**src/rtl/core/sbus_pkg.sv**
```systemverilog
// Shared constants, codes and types for the SBUS frame decoder.
// No dependencies; imported by sbus_frame_decoder and sbus_unpacker.
package sbus_pkg;

  localparam int FRAME_BYTES      = 25;
  localparam int STORE_DEPTH      = FRAME_BYTES - 1;   // bytes after the header
  localparam int STORE_AW         = $clog2(STORE_DEPTH);
  localparam int FLAG_POS         = FRAME_BYTES - 3;
  localparam int END_POS          = FRAME_BYTES - 2;
  localparam int NUM_CHANNELS_DEF = 16;
  localparam int CH_BITS          = 11;
  localparam int IDX_BITS         = 4;
  localparam int BITPOS_W         = 8;                 // up to 11 * 16

  localparam logic [7:0]         HEADER_BYTE    = 8'h0F;
  localparam logic [7:0]         END_BYTE       = 8'h00;
  localparam logic [CH_BITS-1:0] DISABLED_VALUE = 11'd1023;
  localparam int                 FLAG_LOST_BIT  = 2;
  localparam int                 FLAG_FS_BIT    = 3;

  typedef enum logic [1:0] {
    LINK_OK       = 2'd0,
    LINK_LOST     = 2'd1,
    LINK_FAILSAFE = 2'd2
  } link_t;

  // request from the frame sequencer to the unpacker
  typedef struct packed {
    logic                start;
    logic [BITPOS_W-1:0] bit_pos;
  } unp_req_t;

  // answer from the unpacker
  typedef struct packed {
    logic               done;
    logic [CH_BITS-1:0] value;
  } unp_rsp_t;

endpackage

```
**src/rtl/core/sbus_frame_decoder.sv**
```systemverilog
// SBUS frame decoder top level: byte intake, frame store and result sequencer.
// Depends on sbus_pkg, sbus_ram and sbus_unpacker.
//
// Received bytes are taken one per cycle while the block hunts for the 0x0F
// header and while it collects the 24 bytes that follow; header hunting,
// the flag byte and the end-byte check cost nothing extra. Once a frame with
// a 0x00 end byte is complete the block stops taking bytes and emits
// NUM_CHANNELS channel beats in ascending order. Each channel needs three
// reads through the single read port of the frame RAM plus one shift; no
// byte is taken until the last channel beat has been accepted, so output
// stalls hold off intake too. A frame with a bad end byte is dropped silently
// and hunting resumes on the next byte. When all_channels is 0, channel
// indices 8 and up carry 1023. The store needs no clearing after reset.
module sbus_frame_decoder
  import sbus_pkg::*;
#(
  parameter int NUM_CHANNELS = NUM_CHANNELS_DEF
) (
  input  logic                clk,
  input  logic                rst,
  input  logic [7:0]          rx_byte,
  input  logic                in_valid,
  output logic                in_ready,
  output logic [IDX_BITS-1:0] channel_index,
  output logic [CH_BITS-1:0]  channel_value,
  output logic [1:0]          link_status,
  output logic                last_of_frame,
  output logic                out_valid,
  input  logic                out_ready,
  input  logic                cfg_we,
  input  logic                cfg_wdata
);

  typedef enum logic [2:0] {
    ST_RECV  = 3'b001,
    ST_FETCH = 3'b010,
    ST_OUT   = 3'b100
  } state_t;

  localparam logic [IDX_BITS-1:0] LAST_CH = IDX_BITS'(NUM_CHANNELS - 1);

  state_t              state, state_next;
  logic                all_channels;
  logic                collecting;
  logic [STORE_AW-1:0] byte_count;
  link_t               status;
  logic [IDX_BITS-1:0] ch;
  logic [BITPOS_W-1:0] bit_pos;
  logic                in_beat, out_beat, good_end, next_ch;
  logic                store_we;
  logic [STORE_AW-1:0] raddr;
  logic [7:0]          rdata;
  unp_req_t            req;
  unp_rsp_t            rsp;

  assign in_ready  = (state == ST_RECV);
  assign out_valid = (state == ST_OUT);
  assign in_beat   = in_valid && in_ready;
  assign out_beat  = out_valid && out_ready;
  assign store_we  = in_beat && collecting;
  assign good_end  = store_we && (byte_count == STORE_AW'(END_POS)) && (rx_byte == END_BYTE);
  assign next_ch   = out_beat && (ch != LAST_CH);

  assign req.start   = good_end || next_ch;
  assign req.bit_pos = good_end ? '0 : bit_pos + BITPOS_W'(CH_BITS);

  assign channel_index = ch;
  assign link_status   = status;
  assign last_of_frame = (ch == LAST_CH);

  always_comb begin
    state_next = state;
    case (state)
      ST_RECV:  if (good_end) state_next = ST_FETCH;
      ST_FETCH: if (rsp.done) state_next = ST_OUT;
      ST_OUT: begin
        if (out_beat) state_next = last_of_frame ? ST_RECV : ST_FETCH;
      end
      default:  state_next = ST_RECV;
    endcase
  end

  always_ff @(posedge clk) begin
    if (rst) begin
      state        <= ST_RECV;
      all_channels <= 1'b1;
      collecting   <= 1'b0;
      byte_count   <= '0;
      ch           <= '0;
      bit_pos      <= '0;
    end else begin
      state <= state_next;
      if (cfg_we) begin
        all_channels <= cfg_wdata;
      end
      if (in_beat) begin
        if (!collecting) begin
          if (rx_byte == HEADER_BYTE) begin
            collecting <= 1'b1;
            byte_count <= '0;
          end
        end else if (byte_count == STORE_AW'(END_POS)) begin
          collecting <= 1'b0;
          byte_count <= '0;
        end else begin
          byte_count <= byte_count + 1'b1;
        end
      end
      if (req.start) begin
        bit_pos <= req.bit_pos;
        ch      <= good_end ? '0 : ch + 1'b1;
      end
    end
  end

  // flag byte decoded as it passes; failsafe takes priority over lost
  always_ff @(posedge clk) begin
    if (store_we && byte_count == STORE_AW'(FLAG_POS)) begin
      if (rx_byte[FLAG_FS_BIT]) begin
        status <= LINK_FAILSAFE;
      end else if (rx_byte[FLAG_LOST_BIT]) begin
        status <= LINK_LOST;
      end else begin
        status <= LINK_OK;
      end
    end
    if (state == ST_FETCH && rsp.done) begin
      channel_value <= (ch >= IDX_BITS'(8) && !all_channels) ? DISABLED_VALUE : rsp.value;
    end
  end

  sbus_ram #(
    .WIDTH (8),
    .DEPTH (STORE_DEPTH)
  ) u_store (
    .clk   (clk),
    .we    (store_we),
    .waddr (byte_count),
    .wdata (rx_byte),
    .raddr (raddr),
    .rdata (rdata)
  );

  sbus_unpacker u_unpack (
    .clk   (clk),
    .rst   (rst),
    .req   (req),
    .raddr (raddr),
    .rdata (rdata),
    .rsp   (rsp)
  );

  a_no_overlap: assert property (@(posedge clk) disable iff (rst)
    out_valid |-> !in_ready)
    else $error("byte intake open while a channel beat is pending");

  a_refetch: assert property (@(posedge clk) disable iff (rst)
    (out_valid && out_ready && !last_of_frame) |=> !out_valid)
    else $error("next channel shown without a fetch");

  a_done_in_fetch: assert property (@(posedge clk) disable iff (rst)
    rsp.done |-> (state == ST_FETCH))
    else $error("unpacker finished outside a fetch");

  a_frame_end: assert property (@(posedge clk) disable iff (rst)
    (out_valid && out_ready && last_of_frame) |=> in_ready)
    else $error("intake not reopened after the last channel");

endmodule

```
**src/rtl/core/sbus_ram.sv**
```systemverilog
// Generic single-write, single-read RAM with registered read data.
// No dependencies.
module sbus_ram #(
  parameter int WIDTH = 8,
  parameter int DEPTH = 24
) (
  input  logic                     clk,
  input  logic                     we,
  input  logic [$clog2(DEPTH)-1:0] waddr,
  input  logic [WIDTH-1:0]         wdata,
  input  logic [$clog2(DEPTH)-1:0] raddr,
  output logic [WIDTH-1:0]         rdata
);

  logic [WIDTH-1:0] mem [DEPTH];

  always_ff @(posedge clk) begin
    if (we) begin
      mem[waddr] <= wdata;
    end
    rdata <= mem[raddr];
  end

endmodule

```
**src/rtl/core/sbus_unpacker.sv**
```systemverilog
// Channel unpacker: reads three frame bytes through the RAM read port and
// extracts one 11-bit LSB-first field with a shared barrel shift. Uses sbus_pkg.
module sbus_unpacker
  import sbus_pkg::*;
(
  input  logic                clk,
  input  logic                rst,
  input  unp_req_t            req,
  output logic [STORE_AW-1:0] raddr,
  input  logic [7:0]          rdata,
  output unp_rsp_t            rsp
);

  typedef enum logic [1:0] {
    U_IDLE  = 2'b01,
    U_FETCH = 2'b10
  } ustate_t;

  ustate_t             state, state_next;
  logic [1:0]          step;
  logic [STORE_AW-1:0] at;
  logic [2:0]          sh;
  logic [15:0]         win;
  logic [23:0]         word;

  assign raddr = at + STORE_AW'(step);
  assign word  = {rdata, win};

  always_comb begin
    state_next = state;
    case (state)
      U_IDLE:  if (req.start) state_next = U_FETCH;
      U_FETCH: if (step == 2'd3) state_next = U_IDLE;
      default: state_next = U_IDLE;
    endcase
  end

  always_ff @(posedge clk) begin
    if (rst) begin
      state    <= U_IDLE;
      step     <= '0;
      rsp.done <= 1'b0;
    end else begin
      state    <= state_next;
      rsp.done <= (state == U_FETCH) && (step == 2'd3);
      if (state == U_IDLE) begin
        step <= '0;
      end else begin
        step <= step + 2'd1;
      end
    end
  end

  always_ff @(posedge clk) begin
    if (state == U_IDLE && req.start) begin
      at <= req.bit_pos[BITPOS_W-1:3];
      sh <= req.bit_pos[2:0];
    end
    // read data is registered, so it arrives in the cycle after its address
    if (state == U_FETCH) begin
      case (step)
        2'd1:    win[7:0]  <= rdata;
        2'd2:    win[15:8] <= rdata;
        2'd3:    rsp.value <= CH_BITS'(word >> sh);
        default: ;
      endcase
    end
  end

endmodule
```
**config.mk**
```make
export PLATFORM = sky130hd
export DESIGN_NAME = sbus_frame_decoder
export DESIGN_NICKNAME = d
export VERILOG_FILES = /design/src/rtl/core/sbus_pkg.sv /design/src/rtl/core/sbus_frame_decoder.sv /design/src/rtl/core/sbus_ram.sv /design/src/rtl/core/sbus_unpacker.sv
export SDC_FILE = /design/constraint.sdc
export NUM_CORES = 1
export LEC_CHECK = 0
export ABC_CLOCK_PERIOD_IN_PS = 3250
export BUFFER_PORTS_ARGS = -buffer_cell sky130_fd_sc_hd__buf_4
export CELL_PAD_IN_SITES_DETAIL_PLACEMENT = 1
export CELL_PAD_IN_SITES_GLOBAL_PLACEMENT = 1
export CORE_UTILIZATION = 50
export DETAILED_ROUTE_END_ITERATION = 8
export GPL_TIMING_DRIVEN = 0
export PLACE_DENSITY_LB_ADDON = 0.1
export RECOVER_POWER = 25
export SLEW_MARGIN = 15
export SYNTH_ARGS = -nofsm -noshare
export SYNTH_HDL_FRONTEND = slang
export SYNTH_SLANG_ARGS = --single-unit
```
**constraint.sdc**
```tcl
create_clock -name clk -period 3.25 [get_ports clk]
set_clock_uncertainty 0.2 [all_clocks]
set_input_delay 0.4875 -clock clk [delete_from_list [all_inputs] [get_ports clk]]
set_output_delay 0.4875 -clock clk [all_outputs]
set_load 0.005 [all_outputs]
```
==> results_dict.tcl, run 1 <==
set metrics [dict create \
    outcome "complete, no violations" \
    final_nets 774 \
    first_pass_iters 4 \
    clock_sinks 275 \
    tightest_slew_ps 1452 \
    fin_cells 1050 \
    dpl.cell_count 993 \
    comb_power_share_pct 1.0 \
    gr-total-overflow 0 \
    p_int_mw 5.620 \
    cp_slowest_stage_delay_ps 560 \
    hold_viol_final 0 \
    p_switching_mw 1.365 \
    synthesis.area_mm2 0.01117 \
    yosys-top-cells-area "edfxtp_1 65%, mux4_2 9.9%, dfxtp_1 6.3%" \
    place_congestion 0.8467 \
    cts_tree "done" \
    syn_area_per_cell_um2 16.45 \
    drc_errors 0 \
    cts_inserted_buffers 29 \
    synth_top_area_share_pct 64.54 \
    route.detailed.vias_per_inst 5.708 \
    rsz0062_at_grt "false" \
    period_share_pct 94.55 \
    maxCapViolCount 0 \
    synth_common_cells "240 x edfxtp_1, 65 x nand2_1, 57 x nor2_1, 49 x mux4_2, 35 x dfxtp_1" \
    seqPwrFrac_pct 54.8 \
    slew_violations 0 \
    cp_max_fo 10 \
    swShare_pct 19.54 \
    yosysMostFrequentCell "edfxtp_1" \
    path_cells "ha_1 > inv_1 > fa_1 > xor2_4 > clkbuf_1 > nand2_1 > a32o_1 > a31oi_1" \
    grt_max_degree 29 \
    ys_warn_count 0 \
    grt_first_pass_wirelength_um 36400 \
    rows 54 \
    min_path_type "in2reg" \
    drtIter0Drc 232 \
    critPathArrivalTime_ps 3320 \
    area_growth_syn_to_layout_pct 14.19 \
    r2r_setup_slack_ps 180 \
    min_period_ps 3073 \
    cts.reportedPaths.clkPinSlew_ps 60 \
    cp_slowest_cell "fa_1" \
    crit_family "adder cells" \
    cts_max_level 1 \
    relSlewSlack_pct 3.202 \
    wl_per_cell_um 22.72 \
    ios 34 \
    required_ps 3500 \
    clk_latency_ps 540 \
    async_flop_share_pct 0 \
    die-area_mm2 0.02294 \
    ys.flop_type "edfxtp_1" \
    n_fill_cell 2016 \
    worstSetupPathType "reg2reg" \
    start_util_pct 51.01 \
    dp_hpwl_um 16300 \
    grtUsageTotal_pct 21.94 \
    coreArea_mm2 0.02189 \
    dieWidth_um 151.4 \
    synth_top_cell_by_area "edfxtp_1" \
    ys_seq_elements 275 \
    holdWs_ps 119.8 \
    root_buffer "clkbuf_16" \
    synthCells 679 \
    antenna_found_initial 0 \
    yosysSeqAreaShare_pct 70.81 \
    setup_viol_count_final 0 \
    grt_pass1_vias 6451 \
    synth_fp_nets 706 \
    fmax_mhz 325.4 \
    worst-path-buf-inv 2 \
    worst_setup_path_end_kind "register" \
    cts_max_path_buffers 3 \
    ant_nets 0 \
    drt_wl_total_um 23860 \
    num_antenna_cells 0 \
    drive_gt1_share_pct 21.43 \
    vias 5993 \
    synth_edf_count 240 \
    yosysUniqueCellTypes 57 \
    crit_path_start_kind "register" \
    clkPwrFrac_pct 44.2 \
    port_buffers 33 \
    leakage_nw 4.190 \
    ir_drop_uv 407.4 \
    pwr_density_cell_mw_per_mm2 547.8 \
    die_h_um 151.4 \
    fin_tns_setup_ps 0 \
]
metal layers:
layer,global-route usage [%],part of all wire [%]
met1,26.25,38
met2,39.27,53
met3,3.253,4.7
met4,9.450,4.4
met5,0,0
power by group through the flow:
stage          Combinational [mW]  Sequential, mW  Clock (mW)
6_report                   0.0692            3.83        3.09
5_1_grt                    0.0743            3.82        3.26
4_1_cts                    0.0733            3.82        3.15
3_5_place_dp               0.0705            3.90           0
3_3_place_gp               0.0651            3.90           0
2_1_floorplan             0.00853            3.90           0
worst reg2reg max path, delay by kind of cell, from the launching register on:
kind,cells,cell delay (ps)
buffers and inverters,2,540
AO/OA/AOI/OAI,2,530
flip-flops,1,400
AND/OR/NAND/NOR,1,150
adder cells (fa/ha/maj),2,760
XOR/XNOR,1,400
final cells by class:
type / instances / area [um2] / area share (%)
multi-input cells: 358 / 3108 / 24.37
inverters: 17 / 63.81 / 0.5004
plain buffers: 29 / 150.1 / 1.178
well taps: 280 / 350.3 / 2.748
repair buffers: 37 / 262.8 / 2.061
clock buffers: 39 / 825.8 / 6.476
clock inverters: 15 / 82.58 / 0.6476
flip-flops and latches: 275 / 7908 / 62.02
worst paths after layout:
path / from / to / depth (start not counted)
setup / recovery: u_unpack.step[0]$_SDFF_PP0_ / u_store.rdata[4]$_DFF_P_ / 8
hold / removal: in_valid / collecting$_SDFFE_PP0N_ / 3
setup reg to reg: u_unpack.step[0]$_SDFF_PP0_ / u_store.rdata[4]$_DFF_P_ / 8
hold reg to reg: u_store.rdata[5]$_DFF_P_ / u_unpack.win[13]$_DFFE_PP_ / 0
cell families after synthesis:
family                   Yosys count  synth area share, %
AND/OR/NAND/NOR                  185                7.933
AO/OA/AOI/OAI                     66                3.978
flip-flops                       275                70.81
multiplexers                      76                12.37
XOR/XNOR                          18                1.546
buffers and inverters             46                1.837
adder cells (fa/ha/maj)           13                1.524
registers in the layout, summed over array words and instances, names as in the netlist:
signal,flops
all_channels,1
channel_value,11
u_store.rdata,8
bit_pos,8
u_unpack.at,5
channel_index,4
u_unpack.step,2
byte_count,5
link_status,2
u_unpack.win,16
u_unpack.sh,3
u_unpack.rsp,12
collecting,1
u_store.mem,192
state,3
u_unpack.state,2
layout by cell type (no fill, tap or decap), types with 12 or more instances in the layout:
cell type	n
clkbuf_16	31
edfxtp_1	240
buf_4	33
nor2_1	57
nand2_1	65
dfxtp_1	35
a21oi_1	16
clkbuf_1	23
nand2b_1	14
ha_1	12
inv_1	16
mux2i_1	16
mux4_2	49
o21ai_0	15
what timing repair did:
item	CTS	global route
endpoints found under the hold margin	3	0
buffers inserted	0	0
setup endpoints to repair	5	8
gates resized for setup	1	16
hold buffers	3	0
pin swaps	0	0
stage by stage:
step	util [%]	total power, mW	setup WS [ps]	cell area, um2
after CTS	58.10	7.052	6.954	12720
after floorplan	-	3.909	692.8	11170
after detailed placement	53.80	3.970	7.710	11780
after global placement	53.74	3.964	38.09	11770
final	58.25	6.985	177.1	12750
after global routing	58.25	7.162	22.83	12750
(Power assumes the default switching activity.)
==> run 2: changes to the inputs <==
--- a/config.mk
+++ b/config.mk
@@ -17,4 +17,5 @@
 export SLEW_MARGIN = 15
 export SYNTH_ARGS = -nofsm -noshare
 export SYNTH_HDL_FRONTEND = slang
+export SYNTH_HIERARCHICAL = 1
 export SYNTH_SLANG_ARGS = --single-unit
==> run 2 against run 1 <==
Net effect: routed wire length rose by 5.8%; flip-flop and latch count did not move; core utilization grew 0.60 points; design area increased by 2.0%; largest power group unchanged; count of clock-buffer cells in the layout increased by 1; via count increased by 5.9%.
==> results_dict.tcl, run 2 <==
set metrics [dict create \
    cp_slowest_cell "nor2_1" \
    die_h_um 153.2 \
    yosys-top-cells-area "edfxtp_1 63%, mux4_2 6.9%, dfxtp_1 6.1%" \
    largest_reg_flops 192 \
    clk_latency_ps 550 \
    crit_path_start_kind "register" \
    p_switching_mw 1.391 \
    fmax_mhz 324.2 \
    fin_ws_ps 165.8 \
    clock_sinks 275 \
    min_period_ps 3084 \
    highest_layer "met4" \
    holdWs_ps 53.39 \
    final_nets 786 \
    worst_setup_path_end_kind "register" \
    critPathArrivalTime_ps 3050 \
    vias 6347 \
    wl_per_cell_um 23.71 \
    fin_cells 1065 \
    min_path_type "in2reg" \
    syn_area_per_cell_um2 16.50 \
    final_cell_mix "240 x edfxtp_1, 52 x mux2i_1, 46 x nor2_1" \
    top_regs "u_store/mem: 192 flops, u_unpack/win: 16 flops, u_unpack/rsp: 12 flops" \
    wl_met2_um 12160 \
    r2r_setup_slack_ps 170 \
    start_util_pct 51.74 \
    pwr_density_cell_mw_per_mm2 548.9 \
    ios 34 \
    place_congestion 0.8095 \
    path_cells "and4bb_1 > nand2_1 > inv_1 > or3b_2 > clkbuf_1 > nor2_1" \
    seqPwrFrac_pct 53.6 \
    dp_hpwl_um 16650 \
    largest_register "u_store/mem" \
    tightest_slew_ps 1290 \
    worst-path-buf-inv 2 \
    cts.reportedPaths.clkPinSlew_ps 60 \
    setup_viol_count_final 0 \
    port_buffers 33 \
    rsz0062_at_grt "true" \
    cts_tree "done" \
    n_fill_cell 2001 \
    ys_warn_count 6 \
    yosysMostFrequentCell "edfxtp_1" \
    antenna_found_initial 0 \
    grt_pass1_vias 6598 \
    ant_nets 0 \
    cp_slowest_stage_delay_ps 660 \
    root_buffer "clkbuf_16" \
    drt-met1-wl_um 11550 \
    seqCellArea_mm2 0.007908 \
    grt_first_pass_wirelength_um 39180 \
    yosysSeqAreaShare_pct 69.17 \
    finalPower_mw 7.138 \
    yosysUniqueCellTypes 63 \
    cts_inserted_buffers 30 \
    ys.flop_type "edfxtp_1" \
    post-route-util_pct 58.85 \
    required_ps 3220 \
    synthCells 693 \
    cts_max_level 1 \
    gr-total-overflow 0 \
    outcome "complete, no violations" \
    cts_max_path_buffers 3 \
    drc_errors 0 \
    hold_viol_final 0 \
    layout_commonest_cell "edfxtp_1" \
    dieWidth_um 153.2 \
    clkPwrFrac_pct 45.4 \
    route.met3.wl_um 956 \
    synth_top_cell_by_area "edfxtp_1" \
    synth_fp_nets 718 \
    slew_violations 0 \
    drive_gt1_share_pct 19.11 \
    num_antenna_cells 0 \
    leakage_nw 4.237 \
    grt_max_degree 29 \
    die-area_mm2 0.02347 \
    swShare_pct 19.48 \
    coreArea_mm2 0.02209 \
    p_int_mw 5.747 \
    multi_input_area_mm2 0.003253 \
    grtUsageTotal_pct 22.11 \
    place_ws_ps 126.4 \
    synth_edf_count 240 \
    ys_seq_elements 275 \
    drt_wl_total_um 25250 \
    area_growth_syn_to_layout_pct 13.74 \
    drtIter0Drc 469 \
    first_pass_iters 5 \
    rows 54 \
    relSlewSlack_pct 14.00 \
    worstSetupPathType "reg2reg" \
    async_flop_share_pct 0 \
    crit_family "simple AND/OR/NAND/NOR gates" \
    cp_max_fo 10 \
    maxCapViolCount 0 \
    ir_drop_uv 484.1 \
    comb_power_share_pct 1.0 \
    dpl.cell_count 1006 \
    synth_top_area_share_pct 63.04 \
    synth_common_cells "240 x edfxtp_1, 52 x mux2i_1, 47 x nor2_1, 35 x dfxtp_1, 35 x mux4_2" \
    route.detailed.vias_per_inst 5.960 \
    synthesis.area_mm2 0.01143 \
    period_share_pct 94.90 \
    post-cts-setup-buffers 0 \
]
[run 2: cell count changes in the layout (fill, tap and decap cells not counted), sizes merged, moves of 8 or more]
cell and delta:
mux2 +8, nand3 +9, o211ai +9, mux2i +31
o22ai +9, nand2 -47, a2bb2oi +8, nor2 -10
a221o +8, o311ai +8, mux4 -14
[run 2: power groups by stage]
stage                     Clock, mW  Combinational [mW]  Sequential [mW]
after floorplan                   0             0.00942             3.90
after global placement            0              0.0653             3.90
after detailed placement          0              0.0722             3.90
after CTS                      3.32              0.0748             3.82
after global routing           3.43              0.0759             3.83
final                          3.24              0.0694             3.83
[run 2: final cells by class]
type / count / area share (%)
Buffer: 34 / 1.761
Multi-Input combinational cell: 370 / 25.02
Inverter: 14 / 0.4042
Sequential cell: 275 / 60.82
Clock inverter: 16 / 1.155
Clock buffer: 40 / 6.216
Tap cell: 280 / 2.694
Timing Repair Buffer: 36 / 1.934
[run 2: final timing paths]
check | from | endpoint | depth (start not counted)
worst min-delay path | out_ready | state[2]$_SDFFE_PP0P_ | 3
worst max register to register | state[0]$_SDFFE_PP1P_ | u_store/mem[8][5]$_DFFE_PP_ | 6
worst min register to register | u_store/rdata[7]$_DFF_P_ | u_unpack/win[7]$_DFFE_PP_ | 0
worst max-delay path | state[0]$_SDFFE_PP1P_ | u_store/mem[8][5]$_DFFE_PP_ | 6
[run 2: metrics by stage]
stage | TNS (ps) | cell area, um2
floorplan | 0 | 11430
global placement | 0 | 12030
detailed placement | 0 | 12030
CTS | 0 | 13020
global route | -1617 | 13000
finish | 0 | 13000
[run 2: worst register-to-register path, delay by kind of cell (launching register included)]
family        cells  cell delay (ps)
flops             1              480
simple gates      4             1600
buf+inv           2              430
[run 2: what timing repair did]
| action | in CTS | in global routing |
|---|---|---|
| resized for setup | 0 | 4 |
| hold buffers | 3 | 0 |
| endpoints found under the setup margin | 0 | 42 |
| endpoints found under the hold margin | 6 | 0 |
[run 2: layer usage]
metal	vias up	track usage (%)
met5	-	0
met4	0	6.109
met3	41	2.495
met2	141	36.57
met1	3299	31.22
li1	2866	-
[run 2: cells by family after synthesis]
logic type,count (synthesis),share of synthesized area (%)
multiplexers,101,12.89
adder cells (fa/ha/maj),11,1.270
flip-flops,275,69.17
XOR/XNOR,15,1.149
AO/OA/AOI/OAI,87,5.604
buffers and inverters,48,2.397
AND/OR/NAND/NOR,156,7.519
